===== config.mk =====
export PLATFORM = sky130hd
export DESIGN_NAME = piecewise_linear_shade_lookup_top_flat
export DESIGN_NICKNAME = d
export VERILOG_FILES = /design/src/rtl/plsl_pkg.sv /design/src/rtl/plsl_item_if.sv /design/src/rtl/plsl_result_if.sv /design/src/rtl/plsl_ctrl.sv /design/src/rtl/plsl_datapath.sv /design/src/rtl/piecewise_linear_shade_lookup_top.sv /design/src/flat_wrapper.sv
export VERILOG_INCLUDE_DIRS = /design/src /design/src/rtl
export SDC_FILE = /design/constraint.sdc
export NUM_CORES = 2
export LEC_CHECK = 0
export BUFFER_PORTS_ARGS = -buffer_cell sky130_fd_sc_hd__buf_2
export CAP_MARGIN = 15
export CORE_UTILIZATION = 35
export DETAILED_ROUTE_END_ITERATION = 12
export RECOVER_POWER = 100
export SKIP_LAST_GASP = 1
export SLEW_MARGIN = 20
export SYNTH_ARGS = -nofsm -noshare
export SYNTH_HDL_FRONTEND = slang
export SYNTH_SLANG_ARGS = --single-unit

===== constraint.sdc =====
create_clock -name clk -period 7.3 [get_ports clk]
set_clock_uncertainty 0.1 [all_clocks]
set_input_delay 0.73 -clock clk [delete_from_list [all_inputs] [get_ports clk]]
set_output_delay 0.73 -clock clk [all_outputs]
set_load 0.01 [all_outputs]

===== src/rtl/piecewise_linear_shade_lookup_top_assert.svh =====
// assertion macros for the shade lookup top level
// depends on nothing; included by piecewise_linear_shade_lookup_top.sv
`ifndef PIECEWISE_LINEAR_SHADE_LOOKUP_TOP_ASSERT_SVH
`define PIECEWISE_LINEAR_SHADE_LOOKUP_TOP_ASSERT_SVH

// same-cycle implication
`define PLSL_ASSERT_NOW(lbl, ck, rs, ante, cons, msg) \
  lbl: assert property (@(posedge ck) disable iff (rs) (ante) |-> (cons)) \
    else $error(msg);

// next-cycle implication
`define PLSL_ASSERT_NEXT(lbl, ck, rs, ante, cons, msg) \
  lbl: assert property (@(posedge ck) disable iff (rs) (ante) |=> (cons)) \
    else $error(msg);

`endif


===== src/rtl/plsl_pkg.sv =====
// shared types and constants for the shade lookup block
// depends on nothing
package plsl_pkg;

  localparam int TABLE_DEPTH = 16;
  localparam int IDX_W       = $clog2(TABLE_DEPTH);
  localparam int CNT_W       = $clog2(TABLE_DEPTH + 1);

  localparam int DIST_W   = 24;
  localparam int STEP_W   = 24;
  localparam int RECIP_W  = 24;
  localparam int SHADE_W  = 16;
  localparam int SEG_W    = 5;
  localparam int REGION_W = 2;
  localparam int COUNT_W  = 5;
  localparam int HALF_W   = RECIP_W / 2;
  localparam int FRAC_W   = 17;

  localparam logic MODE_LOAD  = 1'b0;
  localparam logic MODE_QUERY = 1'b1;

  localparam logic [REGION_W-1:0] REGION_INTERP = 2'd0;
  localparam logic [REGION_W-1:0] REGION_BELOW  = 2'd1;
  localparam logic [REGION_W-1:0] REGION_BEYOND = 2'd2;

  typedef struct packed {
    logic [STEP_W-1:0]         step;
    logic [RECIP_W-1:0]        recip;
    logic signed [SHADE_W-1:0] shade;
  } plsl_entry_t;

  typedef enum logic [3:0] {
    ST_IDLE,
    ST_FETCH,
    ST_WALK,
    ST_MUL_LO,
    ST_MUL_HI,
    ST_FRAC,
    ST_MUL2,
    ST_ROUND,
    ST_FINISH
  } plsl_state_t;

  typedef struct packed {
    logic write;
    logic start;
    logic rd_en;
    logic rd_next;
    logic walk;
    logic set_below;
    logic set_beyond;
    logic mul_lo;
    logic mul_hi;
    logic frac;
    logic mul2;
    logic round;
    logic out_load;
  } plsl_cmd_t;

  typedef struct packed {
    logic le_first;
    logic ge_step;
    logic last;
  } plsl_sts_t;

endpackage


===== src/rtl/plsl_item_if.sv =====
// input channel: load or query beats
// depends on plsl_pkg
interface plsl_item_if;
  import plsl_pkg::*;

  logic                      valid;
  logic                      ready;
  logic                      mode;
  logic [IDX_W-1:0]          entry_index;
  logic [STEP_W-1:0]         entry_step;
  logic [RECIP_W-1:0]        entry_reciprocal;
  logic signed [SHADE_W-1:0] entry_shade;
  logic [DIST_W-1:0]         query_distance;

  modport source (
    output valid, mode, entry_index, entry_step, entry_reciprocal, entry_shade,
           query_distance,
    input  ready
  );

  modport sink (
    input  valid, mode, entry_index, entry_step, entry_reciprocal, entry_shade,
           query_distance,
    output ready
  );
endinterface


===== src/rtl/plsl_result_if.sv =====
// output channel: one beat per query
// depends on plsl_pkg
interface plsl_result_if;
  import plsl_pkg::*;

  logic                      valid;
  logic                      ready;
  logic signed [SHADE_W-1:0] shade_value;
  logic [SEG_W-1:0]          segment_number;
  logic [REGION_W-1:0]       region_code;

  modport source (
    output valid, shade_value, segment_number, region_code,
    input  ready
  );

  modport sink (
    input  valid, shade_value, segment_number, region_code,
    output ready
  );
endinterface


===== src/rtl/plsl_ctrl.sv =====
// sequencer for table walk and interpolation
// depends on plsl_pkg
module plsl_ctrl (
  input  logic                clk,
  input  logic                rst,
  input  logic                item_valid,
  input  logic                item_mode,
  output logic                item_ready,
  input  logic                out_ready,
  output logic                out_valid,
  input  plsl_pkg::plsl_sts_t sts,
  output plsl_pkg::plsl_cmd_t cmd
);
  import plsl_pkg::*;

  plsl_state_t state, state_next;
  logic        out_free;

  assign out_free = !out_valid || out_ready;

  always_ff @(posedge clk) begin
    if (rst) begin
      state     <= ST_IDLE;
      out_valid <= 1'b0;
    end else begin
      state <= state_next;
      if (cmd.out_load) begin
        out_valid <= 1'b1;
      end else if (out_ready) begin
        out_valid <= 1'b0;
      end
    end
  end

  always_comb begin
    state_next = state;
    case (state)
      ST_IDLE: begin
        if (item_valid && item_mode == MODE_QUERY) state_next = ST_FETCH;
      end
      ST_FETCH:  state_next = ST_WALK;
      ST_WALK: begin
        if (sts.le_first) begin
          state_next = ST_FINISH;
        end else if (sts.ge_step) begin
          state_next = sts.last ? ST_FINISH : ST_WALK;
        end else begin
          state_next = ST_MUL_LO;
        end
      end
      ST_MUL_LO: state_next = ST_MUL_HI;
      ST_MUL_HI: state_next = ST_FRAC;
      ST_FRAC:   state_next = ST_MUL2;
      ST_MUL2:   state_next = ST_ROUND;
      ST_ROUND:  state_next = ST_FINISH;
      ST_FINISH: begin
        if (out_free) state_next = ST_IDLE;
      end
      default:   state_next = ST_IDLE;
    endcase
  end

  always_comb begin
    cmd        = '0;
    item_ready = 1'b0;
    case (state)
      ST_IDLE: begin
        item_ready = 1'b1;
        if (item_valid) begin
          cmd.write = (item_mode == MODE_LOAD);
          cmd.start = (item_mode == MODE_QUERY);
        end
      end
      ST_FETCH: cmd.rd_en = 1'b1;
      ST_WALK: begin
        if (sts.le_first) begin
          cmd.set_below = 1'b1;
        end else if (sts.ge_step) begin
          cmd.walk = 1'b1;
          if (sts.last) begin
            cmd.set_beyond = 1'b1;
          end else begin
            cmd.rd_en   = 1'b1;
            cmd.rd_next = 1'b1;
          end
        end else begin
          cmd.mul_lo = 1'b1;
        end
      end
      ST_MUL_LO: cmd.mul_hi = 1'b1;
      ST_MUL_HI: cmd.frac   = 1'b1;
      ST_FRAC:   cmd.mul2   = 1'b1;
      ST_MUL2:   cmd.round  = 1'b1;
      ST_ROUND:  cmd        = '0;
      ST_FINISH: cmd.out_load = out_free;
      default:   cmd        = '0;
    endcase
  end
endmodule


===== src/rtl/plsl_datapath.sv =====
// breakpoint memory, residual walk and interpolation arithmetic
// depends on plsl_pkg
module plsl_datapath (
  input  logic                                 clk,
  input  logic                                 rst,
  input  logic                                 cfg_write,
  input  logic [plsl_pkg::COUNT_W-1:0]         cfg_data,
  input  logic [plsl_pkg::IDX_W-1:0]           entry_index,
  input  logic [plsl_pkg::STEP_W-1:0]          entry_step,
  input  logic [plsl_pkg::RECIP_W-1:0]         entry_reciprocal,
  input  logic signed [plsl_pkg::SHADE_W-1:0]  entry_shade,
  input  logic [plsl_pkg::DIST_W-1:0]          query_distance,
  input  plsl_pkg::plsl_cmd_t                  cmd,
  output plsl_pkg::plsl_sts_t                  sts,
  output logic signed [plsl_pkg::SHADE_W-1:0]  shade_value,
  output logic [plsl_pkg::SEG_W-1:0]           segment_number,
  output logic [plsl_pkg::REGION_W-1:0]        region_code
);
  import plsl_pkg::*;

  localparam int PLO_W  = DIST_W + HALF_W;
  localparam int PSUM_W = DIST_W + RECIP_W;
  localparam int P2_W   = FRAC_W + 1 + SHADE_W + 1;
  localparam int RND_W  = P2_W - 16;
  localparam int SUM_W  = RND_W + 1;

  plsl_entry_t mem [TABLE_DEPTH];
  plsl_entry_t rdata;

  logic [COUNT_W-1:0]        count;
  logic [CNT_W-1:0]          active;
  logic [IDX_W-1:0]          idx;
  logic [IDX_W-1:0]          rd_addr;
  logic [DIST_W-1:0]         resid;
  logic [RECIP_W-1:0]        prev_recip;
  logic signed [SHADE_W-1:0] prev_shade;
  logic signed [SHADE_W:0]   diff;
  logic [PLO_W-1:0]          plo;
  logic [PLO_W-1:0]          phi;
  logic [FRAC_W-1:0]         frac;
  logic signed [P2_W-1:0]    prod;
  logic signed [SHADE_W-1:0] res_shade;
  logic [SEG_W-1:0]          res_seg;
  logic [REGION_W-1:0]       res_region;

  logic [PSUM_W-1:0]         psum;
  logic [PSUM_W-9:0]         frac_wide;
  logic signed [P2_W-1:0]    prod_rnd;
  logic signed [RND_W-1:0]   rnd;
  logic signed [SUM_W-1:0]   sum;

  // table slots in use, clamped to one through depth
  always_comb begin
    if (count == '0) begin
      active = CNT_W'(1);
    end else if (CNT_W'(count) > CNT_W'(TABLE_DEPTH)) begin
      active = CNT_W'(TABLE_DEPTH);
    end else begin
      active = CNT_W'(count);
    end
  end

  assign rd_addr = cmd.rd_next ? idx + IDX_W'(1) : idx;

  always_ff @(posedge clk) begin
    if (cmd.write && (CNT_W'(entry_index) < CNT_W'(TABLE_DEPTH))) begin
      mem[entry_index] <= '{step: entry_step, recip: entry_reciprocal,
                            shade: entry_shade};
    end
    if (cmd.rd_en) begin
      rdata <= mem[rd_addr];
    end
  end

  assign sts.le_first = (idx == '0) && (resid <= rdata.step);
  assign sts.ge_step  = (resid >= rdata.step);
  assign sts.last     = (CNT_W'(idx) == active - CNT_W'(1));

  assign psum      = {phi, {HALF_W{1'b0}}} + PSUM_W'(plo);
  assign frac_wide = psum[PSUM_W-1:8];
  assign prod_rnd  = prod + P2_W'(32768);
  assign rnd       = prod_rnd[P2_W-1:16];
  assign sum       = SUM_W'(prev_shade) + SUM_W'(rnd);

  always_ff @(posedge clk) begin
    if (rst) begin
      count <= COUNT_W'(1);
    end else if (cfg_write) begin
      count <= cfg_data;
    end
  end

  always_ff @(posedge clk) begin
    if (cmd.start) begin
      resid <= query_distance;
      idx   <= '0;
    end
    if (cmd.walk) begin
      resid      <= resid - rdata.step;
      prev_recip <= rdata.recip;
      prev_shade <= rdata.shade;
      idx        <= idx + IDX_W'(1);
    end
    if (cmd.set_below) begin
      res_shade  <= rdata.shade;
      res_seg    <= '0;
      res_region <= REGION_BELOW;
    end
    if (cmd.set_beyond) begin
      res_shade  <= rdata.shade;
      res_seg    <= SEG_W'(idx) + SEG_W'(1);
      res_region <= REGION_BEYOND;
    end
    if (cmd.mul_lo) begin
      plo        <= resid * prev_recip[HALF_W-1:0];
      diff       <= (SHADE_W+1)'(rdata.shade) - (SHADE_W+1)'(prev_shade);
      res_seg    <= SEG_W'(idx);
      res_region <= REGION_INTERP;
    end
    if (cmd.mul_hi) begin
      phi <= resid * prev_recip[RECIP_W-1:HALF_W];
    end
    if (cmd.frac) begin
      // fraction saturates at one
      if (frac_wide > (PSUM_W-8)'(65536)) begin
        frac <= FRAC_W'(65536);
      end else begin
        frac <= frac_wide[FRAC_W-1:0];
      end
    end
    if (cmd.mul2) begin
      prod <= P2_W'($signed({1'b0, frac}) * diff);
    end
    if (cmd.round) begin
      if (sum > SUM_W'(32767)) begin
        res_shade <= 16'sh7fff;
      end else if (sum < -SUM_W'(32768)) begin
        res_shade <= 16'sh8000;
      end else begin
        res_shade <= sum[SHADE_W-1:0];
      end
    end
    // output register, held while the result beat waits
    if (cmd.out_load) begin
      shade_value    <= res_shade;
      segment_number <= res_seg;
      region_code    <= res_region;
    end
  end
endmodule


===== src/rtl/piecewise_linear_shade_lookup_top.sv =====
// top level of the piecewise-linear shade lookup
// depends on plsl_pkg, plsl_item_if, plsl_result_if, plsl_ctrl, plsl_datapath and the assertion macro header
//
//   channel   kind        payload
//   item      sink        mode, entry_index, entry_step, entry_reciprocal,
//                         entry_shade, query_distance
//   result    source      shade_value, segment_number, region_code
//   cfg       write only  entry_count (cfg_write, cfg_data)
//
// load beat: written in the idle state, no result
// query: one memory read per entry walked; at either end of the table the result
//   is set directly; interpolation adds a split multiply, fraction, multiply, rounding
// reset: entry_count back to 1, table memory not cleared
// a finished result sits in the output register; the next beat is taken meanwhile,
//   and a query that finishes while that result is still held waits in its last cycle
module piecewise_linear_shade_lookup_top (
  input  logic                          clk,
  input  logic                          rst,
  input  logic                          cfg_write,
  input  logic [plsl_pkg::COUNT_W-1:0]  cfg_data,
  plsl_item_if.sink                     item,
  plsl_result_if.source                 result
);
  import plsl_pkg::*;
  `include "piecewise_linear_shade_lookup_top_assert.svh"

  plsl_cmd_t cmd;
  plsl_sts_t sts;

  plsl_ctrl u_ctrl (
    .clk        (clk),
    .rst        (rst),
    .item_valid (item.valid),
    .item_mode  (item.mode),
    .item_ready (item.ready),
    .out_ready  (result.ready),
    .out_valid  (result.valid),
    .sts        (sts),
    .cmd        (cmd)
  );

  plsl_datapath u_datapath (
    .clk              (clk),
    .rst              (rst),
    .cfg_write        (cfg_write),
    .cfg_data         (cfg_data),
    .entry_index      (item.entry_index),
    .entry_step       (item.entry_step),
    .entry_reciprocal (item.entry_reciprocal),
    .entry_shade      (item.entry_shade),
    .query_distance   (item.query_distance),
    .cmd              (cmd),
    .sts              (sts),
    .shade_value      (result.shade_value),
    .segment_number   (result.segment_number),
    .region_code      (result.region_code)
  );

  `PLSL_ASSERT_NEXT(a_load_stays_ready, clk, rst,
    item.valid && item.ready && item.mode == MODE_LOAD, item.ready,
    "load beat left the block busy")
  `PLSL_ASSERT_NEXT(a_query_goes_busy, clk, rst,
    item.valid && item.ready && item.mode == MODE_QUERY, !item.ready,
    "query beat did not start a walk")
  `PLSL_ASSERT_NOW(a_below_seg_zero, clk, rst,
    result.valid && result.region_code == REGION_BELOW, result.segment_number == '0,
    "below-first result with nonzero segment")
  `PLSL_ASSERT_NOW(a_beyond_seg_nonzero, clk, rst,
    result.valid && result.region_code == REGION_BEYOND, result.segment_number != '0,
    "beyond-last result with zero segment")
endmodule

===== src/flat_wrapper.sv =====
// flat-port wrapper written by rule: the top's interface ports become plain ports
module piecewise_linear_shade_lookup_top_flat import plsl_pkg::*;
  (clk, rst, cfg_write, cfg_data, item_valid, item_mode, item_entry_index, item_entry_step, item_entry_reciprocal, item_entry_shade, item_query_distance, item_ready, result_valid, result_shade_value, result_segment_number, result_region_code, result_ready);
  plsl_item_if item_i ();
  plsl_result_if result_i ();
  input  logic clk;
  input  logic rst;
  input  logic cfg_write;
  input  logic [plsl_pkg::COUNT_W-1:0] cfg_data;
  input wire logic [$bits(item_i.valid)-1:0] item_valid;
  input wire logic [$bits(item_i.mode)-1:0] item_mode;
  input wire logic [$bits(item_i.entry_index)-1:0] item_entry_index;
  input wire logic [$bits(item_i.entry_step)-1:0] item_entry_step;
  input wire logic [$bits(item_i.entry_reciprocal)-1:0] item_entry_reciprocal;
  input wire logic [$bits(item_i.entry_shade)-1:0] item_entry_shade;
  input wire logic [$bits(item_i.query_distance)-1:0] item_query_distance;
  output wire logic [$bits(item_i.ready)-1:0] item_ready;
  output wire logic [$bits(result_i.valid)-1:0] result_valid;
  output wire logic [$bits(result_i.shade_value)-1:0] result_shade_value;
  output wire logic [$bits(result_i.segment_number)-1:0] result_segment_number;
  output wire logic [$bits(result_i.region_code)-1:0] result_region_code;
  input wire logic [$bits(result_i.ready)-1:0] result_ready;
  assign item_i.valid = item_valid;
  assign item_i.mode = item_mode;
  assign item_i.entry_index = item_entry_index;
  assign item_i.entry_step = item_entry_step;
  assign item_i.entry_reciprocal = item_entry_reciprocal;
  assign item_i.entry_shade = item_entry_shade;
  assign item_i.query_distance = item_query_distance;
  assign item_ready = item_i.ready;
  assign result_valid = result_i.valid;
  assign result_shade_value = result_i.shade_value;
  assign result_segment_number = result_i.segment_number;
  assign result_region_code = result_i.region_code;
  assign result_i.ready = result_ready;
  piecewise_linear_shade_lookup_top u_core (.clk(clk), .rst(rst), .cfg_write(cfg_write), .cfg_data(cfg_data), .item(item_i), .result(result_i));
endmodule

==> metrics.md <==
| Metric | Value |
|---|---|
| Total Routing Usage GR | `19.8%` |
| Cts bufs inserted | `148` |
| Power Density | `274 nW/um^2` |
| Met3 WL post-DR | `17900 um` |
| Final Max Slew Viols | `1203` |
| Layout Cells excl Fill | `11000` |
| Worst Hold Class | `in2reg` |
| XOR/XNOR Fraction of Synth Area | `1.47%` |
| Crit path time final | `7.22 ns` |
| Worst-Skew Late Latency | `around 0.84 ns` |
| Crit path DAT | `7.64 ns` |
| Main combinational cell family by area after synthesis | `adder cells` |
| CP peak stage delay | `0.81 ns` |
| Die area | `251000 sq um` |
| EDFF count, synth | `1317` |
| Inst Count DP | `10800` |
| Slew @ Worst Pin | `4.45 ns` |
| Sink Count | `1330` |
| Crit-path slowest cell | `clkbuf_1` |
| Starting Density | `35.3%` |
| First-pass GRT wire length | `379000 um` |
| Top FF cell, synth | `edfxtp_1` |
| Simple-Gate Fraction of Synth Area | `about a tenth` |
| Critical path's top delay family | `buffers and inverters` |
| Critical-path cell list | `clkbuf_1, ha_1, a21o_1, a21oi_1, o22ai_1, nor2_1, o211ai_1, clkbuf_1, o21ai_2, nand2_2, buf_12, buf_12, o221ai_1, nor2_1, o21ai_0, nand4_1, clkbuf_2` |
| Slew headroom | `-197%` |
| # rows | `182` |
| Synth Net Count | `8731` |
| R2r setup slk | `0.08 ns` |
| RSZ-0062 raised after global routing | `false` |
| Max FO, Critical Path | `151` |
| Maxcap violations | `38` |
| Drt drc | `0` |
| Synthesized cell area | `87100 sq um` |
| Routability cong. | `between 0.8 and 0.9` |
| Vias in the first global route | `61900` |
| Largest net degree at the start of global routing | `152` |
| Final Setup Violations | `0` |
| Die height | `501 um` |
| Drt first pass iters | `6` |
| Layout cells sized above 1 | `7.09%` |
| Final Hold Vio Count | `0` |
| Async SR Flop Fraction | `0%` |
| Die Width | `approximately 500 um` |
| Max Fclk | `138 MHz` |
| Synth Area in Compound Gates | `11.4%` |
| Worst R2R End | `u_core.u_datapath.rdata[14]` |
| Final #Nets | `a little under 9000` |
| Area Overhead vs Synth | `10.3%` |
| Via count | `61100` |
| Final WS setup | `~0.079 ns` |
| Final TNS setup | `0 ns` |
| Wire length per cell | `roughly 23 um` |
| Root Buffer | `clkbuf_16` |
| Adder-cell share of the synthesized area | `20.4%` |
| Mapped Avg Cell Area | `11.4 sq um` |
| Iter 0 DRT Violations | `5631` |
| CTS tree | `built` |
| Core ar. | `approximately 250000 sq um` |
| Filler cells | `23300` |
| Met2 wire length | `120000 um` |
| Outcome | `finished with violations` |
| Worst path required time | `7.72 ns` |
| Top sig layer | `met5` |
| Critical path buffer and inverter count | `5` |
| Post-route ant nets | `0` |
| Critical setup path kind | `reg2reg` |
| Ys Warns | `0` |
| # IOs | `around 130` |
| IO buf count | `127` |
| Failing checks | `max-capacitance violations, max-slew violations` |
| Worst Setup End Kind | `register` |
| Post-DP HPWL | `around 170000 um` |
| Cells after Synth | `7607` |
| Gr ovfl total | `0` |
| Post-DR vias/cell | `5.54` |
| R2R depth | `17` |
| H-Tree Depth | `4` |
| Dpl ws | `roughly 0.18 ns` |
| Tcrit/Tclk final | `98.9%` |
| Pleak | `36.8 nW` |
| CP endpoint | `u_core.u_datapath.rdata[14]` |
| Crit path from | `u_core.u_datapath.resid[21]` |
| Worst r2r src | `u_core.u_datapath.resid[21]` |
| Initial antenna violation count | `42` |
| Sequential area share after synthesis | `45.7%` |
| Finished Core Util | `39.0%` |
| Crit path launch type | `register` |
| Mux share of post-synthesis cell area | `4.85%` |
| Post-Route WL | `251000 um` |
| CP Depth | `17` |
| Max VDD drop | `0.216 mV` |
| CTS max path bufs | `3` |
| Metal-1 WL | `roughly 100000 um` |
| Clk slew on worst S/H paths | `0.07 ns` |
| Yosys reg bits | `1330` |
| Distinct cells, synth | `77` |
[metrics by stage]
| step | hold WS, ns | total power, mW | area (sq um) |
|---|---|---|---|
| after floorplan | 0.300 | 15.1 | 87100 |
| after global placement | 0.302 | 19.0 | 91800 |
| after detailed placement | 0.307 | 19.2 | 91800 |
| after CTS | 0.0288 | 26.5 | 96500 |
| after global routing | 0.0769 | 28.0 | 96100 |
| final | 0.0836 | 26.3 | 96100 |
[where the power goes]
group	leakage (nW)	internal (mW)	total [mW]	switching, mW
clock	2.24	4.00	7.20	3.20
sequential	12.0	9.03	9.17	0.137
combinational	22.6	4.00	9.95	5.95
total	36.8	17.0	26.3	9.29
[state kept, by name, indices dropped and copies added, names as in the netlist, 4 cells and up]
name and cells:
u_core.u_ctrl.state 4, u_core.u_datapath.count 5, u_core.u_datapath.diff 17, u_core.u_datapath.frac 17, u_core.u_datapath.idx 4, u_core.u_datapath.mem 1024
u_core.u_datapath.phi 36, u_core.u_datapath.plo 28, u_core.u_datapath.prev_recip 24, u_core.u_datapath.prev_shade 16, u_core.u_datapath.prod 20, u_core.u_datapath.rdata 64
u_core.u_datapath.res_seg 5, u_core.u_datapath.res_shade 16, u_core.u_datapath.resid 24, u_core.u_datapath.segment_number 5, u_core.u_datapath.shade_value 16
[cell usage in the layout, fill, tap and decap left out, types with 21 or more instances in the layout]
master | Yosys | final
edfxtp_1 | 1317 | 1317
inv_1 | 871 | 870
fa_1 | 666 | 666
nand2_1 | 629 | 625
nor2_1 | 567 | 567
o22ai_1 | 446 | 446
o21ai_0 | 356 | 355
ha_1 | 355 | 354
and2_1 | 340 | 333
o221ai_1 | 308 | 307
mux2i_1 | 227 | 227
clkbuf_1 | 374 | 157
a21oi_1 | 152 | 151
clkbuf_16 | 0 | 150
nor3_1 | 108 | 107
xnor2_1 | 100 | 100
buf_4 | 0 | 99
mux2_2 | 79 | 78
nand4_1 | 58 | 59
a21o_1 | 51 | 51
nand3_1 | 48 | 48
mux4_2 | 47 | 47
xor2_1 | 46 | 46
buf_2 | 44 | 38
nor2b_1 | 35 | 35
nand2b_1 | 34 | 33
o21a_1 | 29 | 28
clkinv_1 | 1 | 28
a211oi_1 | 24 | 24
a31oi_1 | 21 | 21
[cells by family (layout without fill, tap and decap cells)]
kind of cell,Yosys count,count (layout)
AND/OR/NAND/NOR,1933,1933
AO/OA/AOI/OAI,1504,1504
flip-flops,1330,1330
buffers and inverters,1320,1428
adder cells (fa/ha/maj),1021,1021
multiplexers,353,353
XOR/XNOR,146,146
other,0,10
[what timing repair did]
item                                   in CTS  in global routing
gates resized for setup                     0                  1
setup endpoints to repair                   0                  3
hold buffers                                1                  0
endpoints found under the hold margin       1                  0
setup buffers                               0                  3
[worst min-delay path, stage by stage]
cell and delay [ns]:
buf_2 0.07, mux2i_1 0.05, nor2_1 0.08
[cell type report]
type / count / area (sq um) / share of cell area [%]
Timing Repair Buffer: 294 / 1810 / 1.88
Antenna cell: 10 / 25.0 / 0.0260
Inverter: 873 / 3280 / 3.42
Sequential cell: 1330 / 39800 / 41.4
Clock inverter: 77 / 769 / 0.801
Multi-Input combinational cell: 4957 / 42300 / 44.1
Tap cell: 3312 / 4140 / 4.31
Clock buffer: 184 / 3880 / 4.04
[per-layer routing]
metal,vias up,track usage [%]
li1,27100,-
met1,31100,25.7
met2,2448,33.2
met3,489,3.19
met4,34,7.30
met5,-,0
[cells in the mapped netlist (all sizes together) (21+ instances only)]
master / count / area share, %
edfxtp: 1317 / 45
inv: 872 / 3.8
fa: 666 / 15
nand2: 629 / 2.7
nor2: 577 / 2.5
o22ai: 446 / 3.2
clkbuf: 374 / 1.6
o21ai: 357 / 2.1
ha: 355 / 5.1
and2: 340 / 2.4
o221ai: 308 / 3.1
mux2i: 227 / 2.6
a21oi: 152 / 0.87
nor3: 108 / 0.62
xnor2: 100 / 1.0
mux2: 79 / 1.0
buf: 73 / 0.39
nand4: 60 / 0.45
a21o: 51 / 0.44
nand3: 48 / 0.28
mux4: 47 / 1.2
xor2: 46 / 0.46
nor2b: 35 / 0.25
nand2b: 34 / 0.24
o21a: 29 / 0.25
a211oi: 24 / 0.21
a31oi: 21 / 0.15
[worst min path at each step]
| stage | start | endpoint | cells after the start |
|---|---|---|---|
| final | cfg_data[1] | u_core.u_datapath.count[1] | 3 |
| after global routing | item_query_distance[18] | u_core.u_datapath.resid[18] | 3 |
| after CTS | item_query_distance[18] | u_core.u_datapath.resid[18] | 3 |
| after detailed placement | u_core.u_datapath.res_seg[2] | u_core.u_datapath.segment_number[2] | 0 |
| after global placement | u_core.u_datapath.rdata[31] | u_core.u_datapath.prev_recip[15] | 0 |
| after floorplan | u_core.u_datapath.rdata[16] | u_core.u_datapath.prev_recip[0] | 0 |
Power figures use the tool's default switching activity.
